$ cat config.mk
export PLATFORM = sky130hd
export DESIGN_NAME = cac_queue
export DESIGN_NICKNAME = d
export VERILOG_FILES = /design/src/hw/rtl/cac_queue.sv
export SDC_FILE = /design/constraint.sdc
export NUM_CORES = 1
export LEC_CHECK = 0
export ABC_AREA = 1
export BUFFER_PORTS_ARGS = -buffer_cell sky130_fd_sc_hd__buf_2
export CAP_MARGIN = 10
export CORE_UTILIZATION = 45
export CTS_CLUSTER_DIAMETER = 60
export DETAILED_ROUTE_END_ITERATION = 8
export PLACE_DENSITY_LB_ADDON = 0.1
export SYNTH_ARGS = -nofsm -noshare
export SYNTH_HDL_FRONTEND = slang
export SYNTH_SLANG_ARGS = --single-unit
$ cat constraint.sdc
create_clock -name clk -period 2.6 [get_ports clk]
set_input_delay 0.52 -clock clk [delete_from_list [all_inputs] [get_ports clk]]
set_output_delay 0.52 -clock clk [all_outputs]
set_load 0.01 [all_outputs]
$ cat src/hw/rtl/cac_queue.sv
`timescale 1ns / 1ps

module cac_queue #(
    parameter int unsigned DW = 44
) (
    input  logic          clk,
    input  logic          rst_n,
    input  logic          push,
    input  logic [DW-1:0] push_data,
    output logic          full,
    input  logic          pop,
    output logic          not_empty,
    output logic [DW-1:0] pop_data
);

    logic [DW-1:0] entry_reg [2];
    logic          wr_ptr_reg;
    logic          rd_ptr_reg;
    logic [1:0]    count_reg;

    assign full      = (count_reg == 2'd2);
    assign not_empty = (count_reg != 2'd0);
    assign pop_data  = entry_reg[rd_ptr_reg];

    always_ff @(posedge clk)
    begin
        if (push)
            entry_reg[wr_ptr_reg] <= push_data;
    end

    always_ff @(posedge clk or negedge rst_n)
    begin
        if (!rst_n)
        begin
            wr_ptr_reg <= 1'b0;
            rd_ptr_reg <= 1'b0;
            count_reg  <= 2'd0;
        end
        else
        begin
            if (push)
                wr_ptr_reg <= ~wr_ptr_reg;
            if (pop)
                rd_ptr_reg <= ~rd_ptr_reg;
            count_reg <= count_reg + 2'(push) - 2'(pop);
        end
    end

endmodule

==> results.toml <==
[outcome]
status = "completed"

[timing]
slew-limit-headroom_pct = 61.10
post-route-period-util_pct = 80.69
setup_viol = 0
finalMaxSlewViolations = 0
rsz0062_at_grt = "false"
skew_ps = 7.696
worst_slew_pin_slew_ps = 583.5
fmax_mhz = 476.6
timing.setup.tns_ps = 0
post-route-min-period_ps = 2098
hold_viol = 0

[logic_synthesis]
synth_commonest_cells = "edfxtp_1 (88), inv_1 (51), nand2_1 (51), o21ai_0 (33)"
synth_edf_count = 88
synth_mux_area_share_pct = 0
synth.net_count = 305
synth_warnings = 0
synth_compound_area_share_pct = 6.946
async_reset_ff_share_pct = 4.348
synth_xor_area_share_pct = 0.5013
yosysMostFrequentCell = "edfxtp_1"
avgSynthCellArea_um2 = 13.70
synth_area_leaders = "edfxtp_1 (76%), inv_1 (5.5%), nand2_1 (5.5%)"
synth_cells = 255
synth_top_cell_by_area = "edfxtp_1"
syn_area_um2 = 3495
synthDistinctLibCells = 14
ys_seq_area_share_pct = 78.48
synth_top_family_by_area = "buffers and inverters"
ys.flop_type = "edfxtp_1"
synth_seq_cells = 92
synthAdderAreaFrac_pct = 0.7161
synth_top_area_share_pct = 75.62
synth_simple_gate_area_share_pct = 5.836

[cells_and_area]
drive_above_1_share_pct = 34.07
nFillCells = 638
fin_nets = 406
seqCellArea_um2 = 2744
multiInputGateArea_um2 = 496.7
syn_to_final_growth_pct = 22.02
largest_register_ffs = 88
num_antenna_cells = 0

[global_route]
antenna_found_initial = 0
grt_pass1_vias = 1926
grt_use_total_pct = 14.43
grt_start_max_net_pins = 45
grt_overflow = 0
grt_pass1_wl_mm = 8.790

[pwr]
design_power_total_uw = 4264
p_per_area_nw_per_um2 = 1000
leakage_uw = 0.001854
peakVddDrop_mv = 0.4680

[floorplanning]
die_h_um = 90.13
dieArea_um2 = 8123
ios = 94
start_util_pct = 47.42
num_rows = 31
core-area_um2 = 7370
die_width_um = 90.13

[worst_setup_path]
required_ps = 2080
cp-start-kind = "flip-flop"
max_stage_delay_ps = 550
crit_buf_inv = 2
cp_top_family = "flip-flops"
ff2ff_setup_slack_ps = 1180
path_cells = "buf_4 > o21ai_0 > buf_2"
crit_type = "flip-flop to output pin"
endpoint_kind = "output pin"
worst_path_max_delay_cell = "dfrtp_2"
cp_max_fo = 21
crit_arrival_ps = 1580

[clock_network]
cts_tree = "built"
post_cts_resized = 0
cts.clk_slew.worst_paths_ps = 90
root_buffer = "clkbuf_8"
post_cts.repair.setup_buffers = 0
clk_latency_ps = 350
cts_hold_buffers = 1
cts_sinks = 92
cts_buffers = 9
htreeDepth = 3
cts_buffer_depth = 2

[drt]
drc_errors = 0
wirelength_mm = 5.466
antenna_left = 0
first_pass_iters = 4
viasPerCell = 4.491
drt_iter0_drc = 77
dr_total_vias = 2066
wl_per_cell_um = 11.88

[place]
dp_hpwl_mm = 3.584
gp_congestion = 0.7805
portBuffers = 93

[min_path]
hold_path_class = "input pin to flip-flop"

[run]
cap_viol_max_count = 0
[worst paths after layout]
kind	startpoint	endpoint	cells past startpoint
setup / recovery	rd_ptr_reg$_DFFE_PN0P_	pop_data[21]	3
min in group asynchronous	rst_n	rd_ptr_reg$_DFFE_PN0P_	2
hold / removal	push_data[15]	entry_reg[1][15]$_DFFE_PP_	1
max in group asynchronous	rst_n	rd_ptr_reg$_DFFE_PN0P_	2
setup reg to reg	wr_ptr_reg$_DFFE_PN0P_	entry_reg[1][18]$_DFFE_PP_	3
hold reg to reg	wr_ptr_reg$_DFFE_PN0P_	wr_ptr_reg$_DFFE_PN0P_	1
[metrics by stage]
stage	setup WS, ps	util [%]	instances	instance area [µm²]	hold slack, ps
after floorplan	499.8	-	255	3497	224.4
after global placement	901.4	55.35	443	4079	333.5
after CTS	488.5	57.86	460	4264	335.2
after detailed placement	883.7	55.35	443	4079	332.5
after global routing	362.7	57.86	460	4264	322.0
final	502.0	57.86	460	4264	350.2
[cell type report]
| class | instances | area share (%) |
|---|---|---|
| flip-flops and latches | 92 | 64.35 |
| repair buffers | 100 | 12.50 |
| multi-input cells | 102 | 11.65 |
| inverters | 51 | 4.489 |
| clock buffers | 9 | 2.905 |
| well taps | 99 | 2.905 |
| clock inverters | 7 | 1.203 |
[placed cells by master (no fill, tap or decap), drive strengths merged]
| cell type | n |
|---|---|
| nor2 | 2 |
| clkinvlp | 1 |
| inv | 52 |
| nand2 | 51 |
| nand3 | 1 |
| xor2 | 2 |
| dlygate4sd3 | 1 |
| edfxtp | 88 |
| o21ai | 44 |
| ha | 2 |
| dfrtp | 4 |
| clkbuf | 9 |
| clkinv | 5 |
| buf | 99 |
[cell families (layout without fill, tap and decap cells)]
kind of cell	after synthesis	after routing
AOI/OAI and AO/OA	44	44
xor gates and xnor gates	2	2
adders and majority gates	2	2
buffers and inverters	61	167
DFF	92	92
and+or+nand+nor	54	54
[metal layers]
metal / global-route usage, % / vias to the layer above / share of wire, %
li1: - / 1053 / -
met1: 16.74 / 941 / 42
met2: 23.54 / 62 / 50
met3: 4.653 / 10 / 6.1
met4: 8.333 / 0 / 2.4
met5: 0 / - / 0
[worst register-to-register path: cells and delay by family, from the launching register on]
family | cells | cell delay [ps]
DFF | 1 | 430
buffers and inverters | 2 | 530
and+or+nand+nor | 1 | 90
[power breakdown]
| part | internal [µW] | leakage, µW | switching [µW] |
|---|---|---|---|
| clock network | 350 | 0.0000872 | 487 |
| logic | 509 | 0.000895 | 830 |
| registers | 1970 | 0.000872 | 118 |
(Power assumes the default switching activity.)
