File: config.mk
export PLATFORM = sky130hd
export DESIGN_NAME = cac_front
export DESIGN_NICKNAME = d
export VERILOG_FILES = /design/src/hw/rtl/cac_pkg.sv /design/src/hw/rtl/cac_front.sv
export SDC_FILE = /design/constraint.sdc
export NUM_CORES = 1
export LEC_CHECK = 0
export BUFFER_PORTS_ARGS = -buffer_cell sky130_fd_sc_hd__buf_2
export CORE_UTILIZATION = 45
export DETAILED_ROUTE_END_ITERATION = 8
export GPL_ROUTABILITY_DRIVEN = 1
export PLACE_DENSITY_LB_ADDON = 0.15
export SLEW_MARGIN = 10
export SYNTH_ARGS = -nofsm -noshare
export SYNTH_HDL_FRONTEND = slang
export SYNTH_SLANG_ARGS = --single-unit
File: constraint.sdc
create_clock -name vclk -period 13.09
set_input_delay 3.2725 -clock vclk [all_inputs]
set_output_delay 3.2725 -clock vclk [all_outputs]
set_load 0.05 [all_outputs]
File: src/hw/rtl/cac_pkg.sv
`timescale 1ns / 1ps

package cac_pkg;

    localparam int unsigned TAG_W      = 30;
    localparam int unsigned STAMP_W    = 32;
    localparam int unsigned STAT_W     = 48;
    localparam int unsigned CYC_W      = 14;
    localparam int unsigned BLK_W      = 13;
    localparam int unsigned CFG_IDX_W  = 2;
    localparam int unsigned CFG_DATA_W = 4;
    localparam int unsigned WORD_COST  = 100;
    localparam int unsigned MIN_OFF    = 2;
    localparam int unsigned MAX_OFF    = 8;
    localparam int unsigned NUM_STATS  = 7;

    localparam logic OP_LOAD  = 1'b0;
    localparam logic OP_STORE = 1'b1;

    localparam logic [1:0] WP_ALLOC_THROUGH   = 2'd0;
    localparam logic [1:0] WP_ALLOC_BACK      = 2'd1;
    localparam logic [1:0] WP_NOALLOC_THROUGH = 2'd2;

    localparam logic [CFG_IDX_W-1:0] CFG_BLOCK_OFFSET = 2'd0;
    localparam logic [CFG_IDX_W-1:0] CFG_SET_INDEX    = 2'd1;
    localparam logic [CFG_IDX_W-1:0] CFG_WRITE_POLICY = 2'd2;
    localparam logic [CFG_IDX_W-1:0] CFG_REPLACE_LRU  = 2'd3;

    localparam int unsigned CNT_LOAD       = 0;
    localparam int unsigned CNT_STORE      = 1;
    localparam int unsigned CNT_LOAD_HIT   = 2;
    localparam int unsigned CNT_LOAD_MISS  = 3;
    localparam int unsigned CNT_STORE_HIT  = 4;
    localparam int unsigned CNT_STORE_MISS = 5;
    localparam int unsigned CNT_CYCLES     = 6;

    typedef struct packed {
        logic               store;
        logic [TAG_W-1:0]   tag;
        logic [BLK_W-1:0]   blk_cost;
    } req_info_t;

    typedef struct packed {
        logic               valid;
        logic               dirty;
        logic [TAG_W-1:0]   tag;
        logic [STAMP_W-1:0] fill_stamp;
        logic [STAMP_W-1:0] use_stamp;
    } way_t;

    typedef struct packed {
        logic [3:0] block_offset_bits;
        logic [3:0] set_index_bits;
        logic [1:0] write_policy;
        logic       replace_lru;
    } cfg_t;

    function automatic logic [STAT_W-1:0] sat_add(
        input logic [STAT_W-1:0] c,
        input logic [STAT_W-1:0] v
    );
        logic [STAT_W:0] s;
        s = {1'b0, c} + {1'b0, v};
        return s[STAT_W] ? {STAT_W{1'b1}} : s[STAT_W-1:0];
    endfunction

endpackage

File: src/hw/rtl/cac_front.sv
`timescale 1ns / 1ps

module cac_front #(
    parameter int unsigned NUM_SETS = 256
) (
    input  cac_pkg::cfg_t                            cfg,
    input  logic                                     opcode,
    input  logic [31:0]                              address,
    output logic [(NUM_SETS > 1 ? $clog2(NUM_SETS) : 1)-1:0] set_idx,
    output cac_pkg::req_info_t                       info
);

    localparam int unsigned SW    = NUM_SETS > 1 ? $clog2(NUM_SETS) : 1;
    localparam int unsigned MAXIB = $clog2(NUM_SETS + 1) - 1;

    logic [3:0]  off;
    logic [3:0]  ib;
    logic [31:0] set_full;
    logic [31:0] tag_full;

    always_comb
    begin
        if (cfg.block_offset_bits < 4'(cac_pkg::MIN_OFF))
            off = 4'(cac_pkg::MIN_OFF);
        else if (cfg.block_offset_bits > 4'(cac_pkg::MAX_OFF))
            off = 4'(cac_pkg::MAX_OFF);
        else
            off = cfg.block_offset_bits;
        ib = (cfg.set_index_bits > 4'(MAXIB)) ? 4'(MAXIB) : cfg.set_index_bits;
        set_full = (address >> off) & ((32'd1 << ib) - 32'd1);
        tag_full = address >> (5'(off) + 5'(ib));
        set_idx = set_full[SW-1:0];
        info.store = (opcode == cac_pkg::OP_STORE);
        info.tag = tag_full[cac_pkg::TAG_W-1:0];
        info.blk_cost = cac_pkg::BLK_W'(cac_pkg::WORD_COST) << 3'(off - 4'(cac_pkg::MIN_OFF));
    end

endmodule

==> metrics.md, run 1 <==
| Metric | Value |
|---|---|
| Crit end category | `output port` |
| CP Class | `input port to output port` |
| Post-Route M1 WL | `between 3000 and 4000 microns` |
| Slowest stage delay, CP | `about 1.3 ns` |
| Core area | `5574 sq um` |
| Sw power | `209.0 uW` |
| FF+latch count | `0` |
| Met2 wire length | `approximately 3300 microns` |
| Final core occ | `between 50% and 60%` |
| Worst-margin pin slew | `around 1.0 ns` |
| Flop pwr share | `0%` |
| I/O Buffers | `89` |
| Avg WL per Cell | `15.45 microns` |
| Mux cell area share after synthesis | `51.76%` |
| Maximum Capacitance Violations | `0` |
| Post-CTS Hold Buffers | `0` |
| Crit path DAT | `7.43 ns` |
| Post-Syn Instances | `309` |
| Layout clock buffers | `0` |
| Via Count | `2614` |
| Vias per Instance | `5.887` |
| First-pass detailed-route iteration total | `4` |
| Distinct cell type count after synthesis | `47` |
| Power Density | `about 100 nW/um^2` |
| Worst-path cell chain | `buf_2 > inv_1 > o21a_1 > inv_1 > fa_2 > mux2i_1 > mux2_2 > o21ai_0 > nor2_1 > a211oi_2 > buf_2` |
| Req. time, crit path | `9.82 ns` |
| Worst path slowest cell | `fa_2` |
| Setup_tns | `0 ns` |
| Dpl hpwl | `around 5500 microns` |
| Yosys top cell by area | `mux4_2` |
| Clock network power share | `0%` |
| Chip Height | `about 80 microns` |
| Num ports | `96` |
| Global-route wire length before repair | `approximately 12000 microns` |
| Mean Syn Cell Area | `about 8.5 sq um` |
| Largest net degree at the start of global routing | `40` |
| Die extent in x | `~80 microns` |
| Synth Area in Compound Gates | `between 15 and 20%` |
| Final ANT Viol Nets | `0` |
| Final Hold Viols | `0` |
| Max layer used | `met4` |
| Leakage | `about 0.0014 uW` |
| Vias in the first global route | `~2500` |
| Fillers | `approximately 560` |
| Achievable Freq | `93.41 MHz` |
| Relative slew slack | `between 30% and 40%` |
| Post-Synthesis Cell Area | `2630 sq um` |
| Maximum vdd ir drop | `around 0.06 mV` |
| Synth top area cells | `mux4_2 (26%), mux2i_1 (18%), mux2_2 (7.7%)` |
| Hold Path Class | `input port to output port` |
| Adder-cell share of the synthesized area | `5.994%` |
| Initial Utilization | `47.18%` |
| Period minus WS final | `around 11 ns` |
| Tcrit/Tclk final | `just over 80%` |
| DR DRC count | `0` |
| RSZ-0062 raised after global routing | `no` |
| CTS resizes | `0` |
| Final setup viols | `0` |
| Iteration-0 DRC Markers | `between 100 and 150` |
| Final Max Slew Viols | `0` |
| Crit-path max FO | `39` |
| Simple-Gate Fraction of Synth Area | `15.37%` |
| Largest family of logic cells by synthesized area | `multiplexers` |
| Cell Rows | `27` |
| Initial antenna violation count | `0` |
| Synthesis Warnings | `0` |
| Area grow syn2layout | `14.46%` |
| Sequential-to-total area share from yosys stat | `0%` |
| Final wirelength | `6861 microns` |
| Layout cell share with drive strength beyond 1 | `41.13%` |
| Gr usage total | `about 23%` |
| Reg area | `0 sq um` |
| RD Place Congestion | `roughly 0.84` |
| CP startpoint kind | `input port` |
| N_diodes | `0` |
| Outcome | `complete, no violations` |
| Switching fraction of total power | `around two thirds` |
| DR WL met3 | `approximately 340 microns` |
| Nets@finish | `430` |
| Yosys top cell area share | `between 20 and 30%` |
| Post-CTS setup buffers | `0` |
| XOR/XNOR share of the synthesized area | `around 1.3%` |
| Global route overflow | `0` |
| Die ar. | `6154 sq um` |
| Internal power | `~100 uW` |
| Part of the power in combinational logic | `100.0%` |
==> metrics by stage <==
step | std cells | cell area, sq um | hold WS [ns] | total power (uW) | setup WS, ns
6_report | 444 | 3010 | 6.545 | 311.5 | 2.385
5_1_grt | 444 | 3010 | 6.545 | 333.0 | 2.146
4_1_cts | 444 | 3010 | 6.546 | 311.6 | 2.421
3_5_place_dp | 444 | 3010 | 6.546 | 310.8 | 2.398
3_3_place_gp | 444 | 3010 | 6.546 | 308.3 | 2.460
2_1_floorplan | 310 | 2634 | 6.712 | 253.1 | 2.955
==> synth_stat cells, types with 7 or more instances <==
master     n
inv_1     16
buf_4      9
buf_2      9
mux2_2    18
nor2_1    22
nand2_1   30
a21oi_1   18
o21ai_0   14
and2_1    12
clkbuf_1   9
ha_1      11
mux2i_1   46
mux4_2    30
nor2b_1    7
o22ai_1    8
==> layout make-up <==
class	count	area, sq um	share of cell area, %
Multi-Input combinational cell	263	2385	79.22
Tap cell	72	90.09	2.993
Inverter	16	60.06	1.995
Timing Repair Buffer	93	475.5	15.79
==> critical path, delay by kind of cell <==
kind | cells | cell delay, ns
buffers and inverters | 4 | 0.98
AO/OA/AOI/OAI | 3 | 1.21
AND/OR/NAND/NOR | 1 | 0.10
multiplexers | 2 | 0.58
adder cells (fa/ha/maj) | 1 | 1.29
==> power groups by stage <==
stage | Clock [uW] | Sequential (uW) | Combinational [uW]
after CTS | 0 | 0 | 312
final | 0 | 0 | 311
after global placement | 0 | 0 | 308
after detailed placement | 0 | 0 | 311
after floorplan | 0 | 0 | 253
after global routing | 0 | 0 | 333
==> path summary, 6_finish.rpt <==
path,start,end,slack [ns],cells past startpoint
max,cfg[10],info[32],2.38,11
min,opcode,info[43],6.55,0
==> metal layers <==
| layer | global-route usage (%) | up-vias |
|---|---|---|
| met5 | 0 | - |
| met4 | 2.407 | 0 |
| met3 | 0.5814 | 8 |
| met2 | 41.75 | 96 |
| met1 | 30.71 | 1228 |
| li1 | - | 1282 |
==> kinds of logic after synthesis <==
logic type / Yosys count
multiplexers: 96
AND/OR/NAND/NOR: 85
AO/OA/AOI/OAI: 65
buffers and inverters: 47
adder cells (fa/ha/maj): 12
XOR/XNOR: 3
other: 1
==> layout by cell type (no fill, tap or decap), types with 2 or more instances in the layout <==
master    synthesis  final
a31oi_1           4      4
o22ai_1           8      8
inv_1            16     16
and2_1           12     12
ha_1             11     11
nand2b_1          4      4
mux4_2           30     30
a21o_1            2      2
nor2_1           22     22
conb_1            1      2
o21a_1            3      3
nand2_1          30     30
a211oi_2          4      4
nor2b_1           7      7
mux2i_1          46     46
buf_2             9     89
a21oi_1          18     18
buf_4             9      4
mux2_2           18     18
mux2_1            2      2
a22oi_1           3      3
o21ai_0          14     14
(Power assumes the default switching activity.)
==> inputs of run 2 (changes only) <==
Settings changed: ABC_AREA set to 1.
Clock period 13.09 ns to 9.48 ns, I/O delays scaled along.
==> metrics.md, run 2 <==
| Metric | Value |
|---|---|
| Via Count | `~3800` |
| Crit end category | `output port` |
| Worst path slowest cell | `inv_1` |
| Num ports | `96` |
| Post-placement cell count | `roughly 690` |
| Final WS setup | `around 1.2 ns` |
| CP startpoint kind | `input port` |
| Relative slew slack | `33.00%` |
| Initial antenna violation count | `0` |
| Post-Syn Instances | `around 560` |
| Hold Path Class | `input port to output port` |
| First-pass detailed-route iteration total | `5` |
| Initial Utilization | `46.62%` |
| Place WS | `roughly 1.3 ns` |
| Layout clock buffers | `0` |
| Reg area | `0 sq um` |
| Part of the power in combinational logic | `100.0%` |
| Die extent in x | `~80 microns` |
| Fillers | `679` |
| Slowest stage delay, CP | `around 0.49 ns` |
| Clock network power share | `0%` |
| Leakage | `~0.0018 uW` |
| Vias per Instance | `between 5 and 6` |
| Gr usage total | `a little over a quarter` |
| Vias in the first global route | `between 3000 and 4000` |
| Crit path DAT | `5.86 ns` |
| Area grow syn2layout | `11.45%` |
| Most common cell in the synthesized netlist | `nand2_1` |
| Worst-margin pin slew | `1.005 ns` |
| Dpl hpwl | `approximately 6600 microns` |
| Switching fraction of total power | `74.88%` |
| Achievable Freq | `121.5 MHz` |
| Global route overflow | `0` |
| Post-CTS Hold Buffers | `0` |
| Most common cell after layout, fill and taps aside | `nand2_1` |
| Final setup viols | `0` |
| Global-route wire length before repair | `between 10000 and 15000 microns` |
| Final Hold Viols | `0` |
| I/O Buffers | `89` |
| Synthesis Warnings | `0` |
| Setup_tns | `0 ns` |
| Worst-path cell chain | `buf_2 > inv_2 > nand2_2 > nand2_4 > inv_1 > ha_1 > inv_1 > fa_1 > buf_4 > inv_1 > nand2_1 > nand3_1 > nand3_1 > nand3_1 > o21ai_1 > buf_2` |
| Final wirelength | `~8600 microns` |
| Maximum vdd ir drop | `~0.14 mV` |
| Die ar. | `6414 sq um` |
| Core area | `slightly below 6000 sq um` |
| RSZ-0062 raised after global routing | `no` |
| Tcrit/Tclk final | `just under 90%` |
| Commonest non-fill, non-tap cells in the layout | `nand2_1 (172), nand3_1 (171), buf_2 (89)` |
| Iteration-0 DRC Markers | `~340` |
| Yosys top cell by area | `nand3_1` |
| Final Max Slew Viols | `0` |
| Critical path's top delay family | `buffers and inverters` |
| Outcome | `complete, no violations` |
| Maximum Capacitance Violations | `0` |
| Yosys top cell area share | `a little under a third` |
| Crit-path max FO | `33` |
| Req. time, crit path | `roughly 7.1 ns` |
| Final Cell Area | `approximately 3000 sq um` |
| Post-CTS setup buffers | `0` |
| Sequential-to-total area share from yosys stat | `0%` |
| DR DRC count | `0` |
| Post-Synthesis Cell Area | `about 2700 sq um` |
| Distinct cell type count after synthesis | `32` |
| CP Class | `input port to output port` |
| Avg WL per Cell | `about 12 microns` |
| Synth top area cells | `nand3_1 (31%), nand2_1 (24%), inv_1 (5.7%)` |
| Largest net degree at the start of global routing | `44` |
| Chip Height | `about 80 microns` |
| Cell Rows | `28` |
| N_diodes | `0` |
| Nets@finish | `between 600 and 700` |
| Non-filler cells, final | `a little under 700` |
| Power Density | `149.7 nW/um^2` |
| DP Area | `3058 sq um` |
| Flop pwr share | `0%` |
| Buf+Inv Stages, Crit Path | `7` |
| Final ANT Viol Nets | `0` |
| RD Place Congestion | `0.9589` |
| Period minus WS final | `8.233 ns` |
| Multi-input combinational cell area | `between 2000 and 2500 sq um` |
| Synth cell count leaders | `nand2_1 (172), nand3_1 (171), inv_1 (42)` |
| CTS resizes | `0` |
| Layout cell share with drive strength beyond 1 | `17.81%` |
| FF+latch count | `0` |
| Mean Syn Cell Area | `around 4.9 sq um` |
| Internal power | `between 100 and 150 uW` |
| Sw power | `around 340 uW` |
-- run 2: area by class of cell --
class              count  share of cell area, %
well taps             75                  3.069
inverters             47                  5.933
repair buffers        92                  15.30
multi-input cells    473                  75.70
-- run 2: per-stage QoR --
stage,utilization [%],total power [uW],hold slack [ns]
floorplan,-,378.8,4.907
global placement,51.96,451.7,4.741
detailed placement,51.96,454.0,4.741
CTS,51.96,455.0,4.741
global route,51.96,502.7,4.740
finish,51.96,457.8,4.740
-- run 2: worst paths after layout --
kind / startpoint / end / slack (ns) / cells after the start
max: cfg[9] / info[20] / 1.25 / 16
min: opcode / info[43] / 4.74 / 0
-- run 2: metal layers --
layer  track usage, %  vias to the layer above  routed length, microns
li1                 -                     1960                       -
met1            40.00                     1693                    4111
met3            2.159                        8                     644
met5                0                        -                       0
met4            3.214                        0                      68
met2            44.19                      178                    3728
-- run 2: kinds of logic (layout without fill, tap and decap cells) --
| kind of cell | after synthesis | count (layout) | share of synthesized area [%] |
|---|---|---|---|
| other cells | 1 | 2 | 0.1367 |
| compound gates | 64 | 64 | 12.72 |
| xor+xnor | 3 | 3 | 1.231 |
| fa+ha+maj | 12 | 12 | 5.746 |
| buf+inv | 85 | 139 | 15.78 |
| simple gates | 392 | 392 | 64.39 |
-- run 2: power by group through the flow --
stage	Combinational [uW]	Clock [uW]	Sequential [uW]
after floorplan	379	0	0
after global placement	452	0	0
after detailed placement	454	0	0
after CTS	455	0	0
after global routing	503	0	0
final	458	0	0
==> inputs of run 3 (changes only) <==
--- a/config.mk
+++ b/config.mk
@@ -7,3 +7,2 @@
 export LEC_CHECK = 0
-export ABC_AREA = 1
 export BUFFER_PORTS_ARGS = -buffer_cell sky130_fd_sc_hd__buf_2
==> constraint.sdc (replaced) <==
create_clock -name vclk -period 9.48
set_input_delay 2.37 -clock vclk [all_inputs]
set_output_delay 2.37 -clock vclk [all_outputs]
set_load 0.005 [all_outputs]
==> metrics.md, run 3 (synthesized netlist as in run 1, its figures left out) <==
| Metric | Value |
|---|---|
| Hold Startpoint | `opcode` |
| Global route overflow | `0` |
| Hold Path Class | `input port to output port` |
| Area grow syn2layout | `16.18%` |
| Final WS setup | `1.334 ns` |
| Final wirelength | `approximately 7000 microns` |
| FF+latch count | `0` |
| Layout cell share with drive strength beyond 1 | `a little over two fifths` |
| Achievable Freq | `around 120 MHz` |
| Crit end category | `output port` |
| Most common cell after layout, fill and taps aside | `buf_2` |
| Gr usage total | `between 20 and 25%` |
| Final setup viols | `0` |
| DP Area | `3055 sq um` |
| Die ar. | `6154 sq um` |
| Relative slew slack | `a little under 40%` |
| CP Class | `input port to output port` |
| RD Place Congestion | `0.8679` |
| Final Max Slew Viols | `0` |
| Commonest non-fill, non-tap cells in the layout | `buf_2 (89), mux2i_1 (46), mux4_2 (30), nand2_1 (30), nor2_1 (22)` |
| Vias per Instance | `5.847` |
| Final ANT Viol Nets | `0` |
| Tcrit/Tclk final | `85.92%` |
| First-pass detailed-route iteration total | `4` |
| Final Cell Area | `slightly above 3000 sq um` |
| Req. time, crit path | `about 7 ns` |
| Outcome | `complete, no violations` |
| Avg WL per Cell | `around 16 microns` |
| Layout clock buffers | `0` |
| Total power | `slightly below 300 uW` |
| Nets@finish | `between 400 and 500` |
| Worst-margin pin slew | `0.9045 ns` |
| Setup_tns | `0 ns` |
| Crit path DAT | `between 5 and 6 ns` |
| N_diodes | `0` |
| Vias in the first global route | `2491` |
| Reg area | `0 sq um` |
| Iteration-0 DRC Markers | `~100` |
| CP startpoint kind | `input port` |
| Crit-path max FO | `32` |
| Final hold slack | `4.740 ns` |
| Hold Path Cell Cnt | `0` |
| Die extent in x | `78.45 microns` |
| RSZ-0062 raised after global routing | `no` |
| Dpl hpwl | `5702 microns` |
| Via Count | `2631` |
| Cell Rows | `27` |
| Maximum Capacitance Violations | `0` |
| Final Hold Viols | `0` |
| Period minus WS final | `about 8 ns` |
| Worst Hold End | `info[43]` |
| Post-CTS Hold Buffers | `0` |
| DR DRC count | `0` |
| Global-route wire length before repair | `about 12000 microns` |
| Post-CTS setup buffers | `0` |
| I/O Buffers | `between 80 and 90` |
| Num ports | `96` |
| Leakage | `between 0.001 and 0.0015 uW` |
| Place WS | `~1.3 ns` |
| Core area | `5574 sq um` |
| Initial antenna violation count | `0` |
| Largest net degree at the start of global routing | `33` |
| Maximum vdd ir drop | `0.03592 mV` |
| CTS resizes | `0` |
| Power Density | `around 96 nW/um^2` |
| Initial Utilization | `about 47%` |
| Chip Height | `~78 microns` |
## run 3: metal layers
layer / vias to the layer above / wire [microns] / track usage, %
li1: 1289 / - / -
met1: 1225 / 3119 / 30.99
met2: 99 / 3315 / 40.09
met3: 18 / 357 / 1.279
met4: 0 / 222 / 6.296
met5: - / 0 / 0
## run 3: how the worst max path moves through the flow
stage / startpoint / end / slack (ns) / cells past startpoint
global route: cfg[10] / info[25] / 1.12 / 13
floorplan: cfg[10] / info[14] / 1.87 / 10
global placement: cfg[10] / info[18] / 1.38 / 11
detailed placement: cfg[10] / info[13] / 1.34 / 12
finish: cfg[10] / info[22] / 1.33 / 12
CTS: cfg[10] / info[13] / 1.34 / 12
## run 3: metrics by stage
| step | instances | util [%] |
|---|---|---|
| 2_1_floorplan | 310 | - |
| 3_3_place_gp | 450 | 54.81 |
| 3_5_place_dp | 450 | 54.81 |
| 4_1_cts | 450 | 54.81 |
| 5_1_grt | 450 | 54.81 |
| 6_report | 450 | 54.81 |
## run 3: critical path: stages
cell and delay, ns:
buf_2 0.16, inv_1 0.27, o211a_2 0.29, ha_1 0.16
inv_1 0.05, fa_2 1.05, mux2i_1 0.21, o21ai_0 0.34
mux2i_1 0.20, mux2_2 0.34, o22ai_1 0.18, buf_2 0.14
## run 3: where the power goes
part / total, uW / internal [uW] / leakage [uW] / switching [uW]
Combinational: 293 / 143 / 0.00145 / 150
Clock: 0 / 0 / 0 / 0
Sequential: 0 / 0 / 0 / 0
## run 3: area by class of cell
type | count | area [sq um]
Multi-Input combinational cell | 263 | 2385
Fill cell | 537 | 2519
Timing Repair Buffer | 99 | 520.5
Tap cell | 72 | 90.09
Inverter | 16 | 60.06
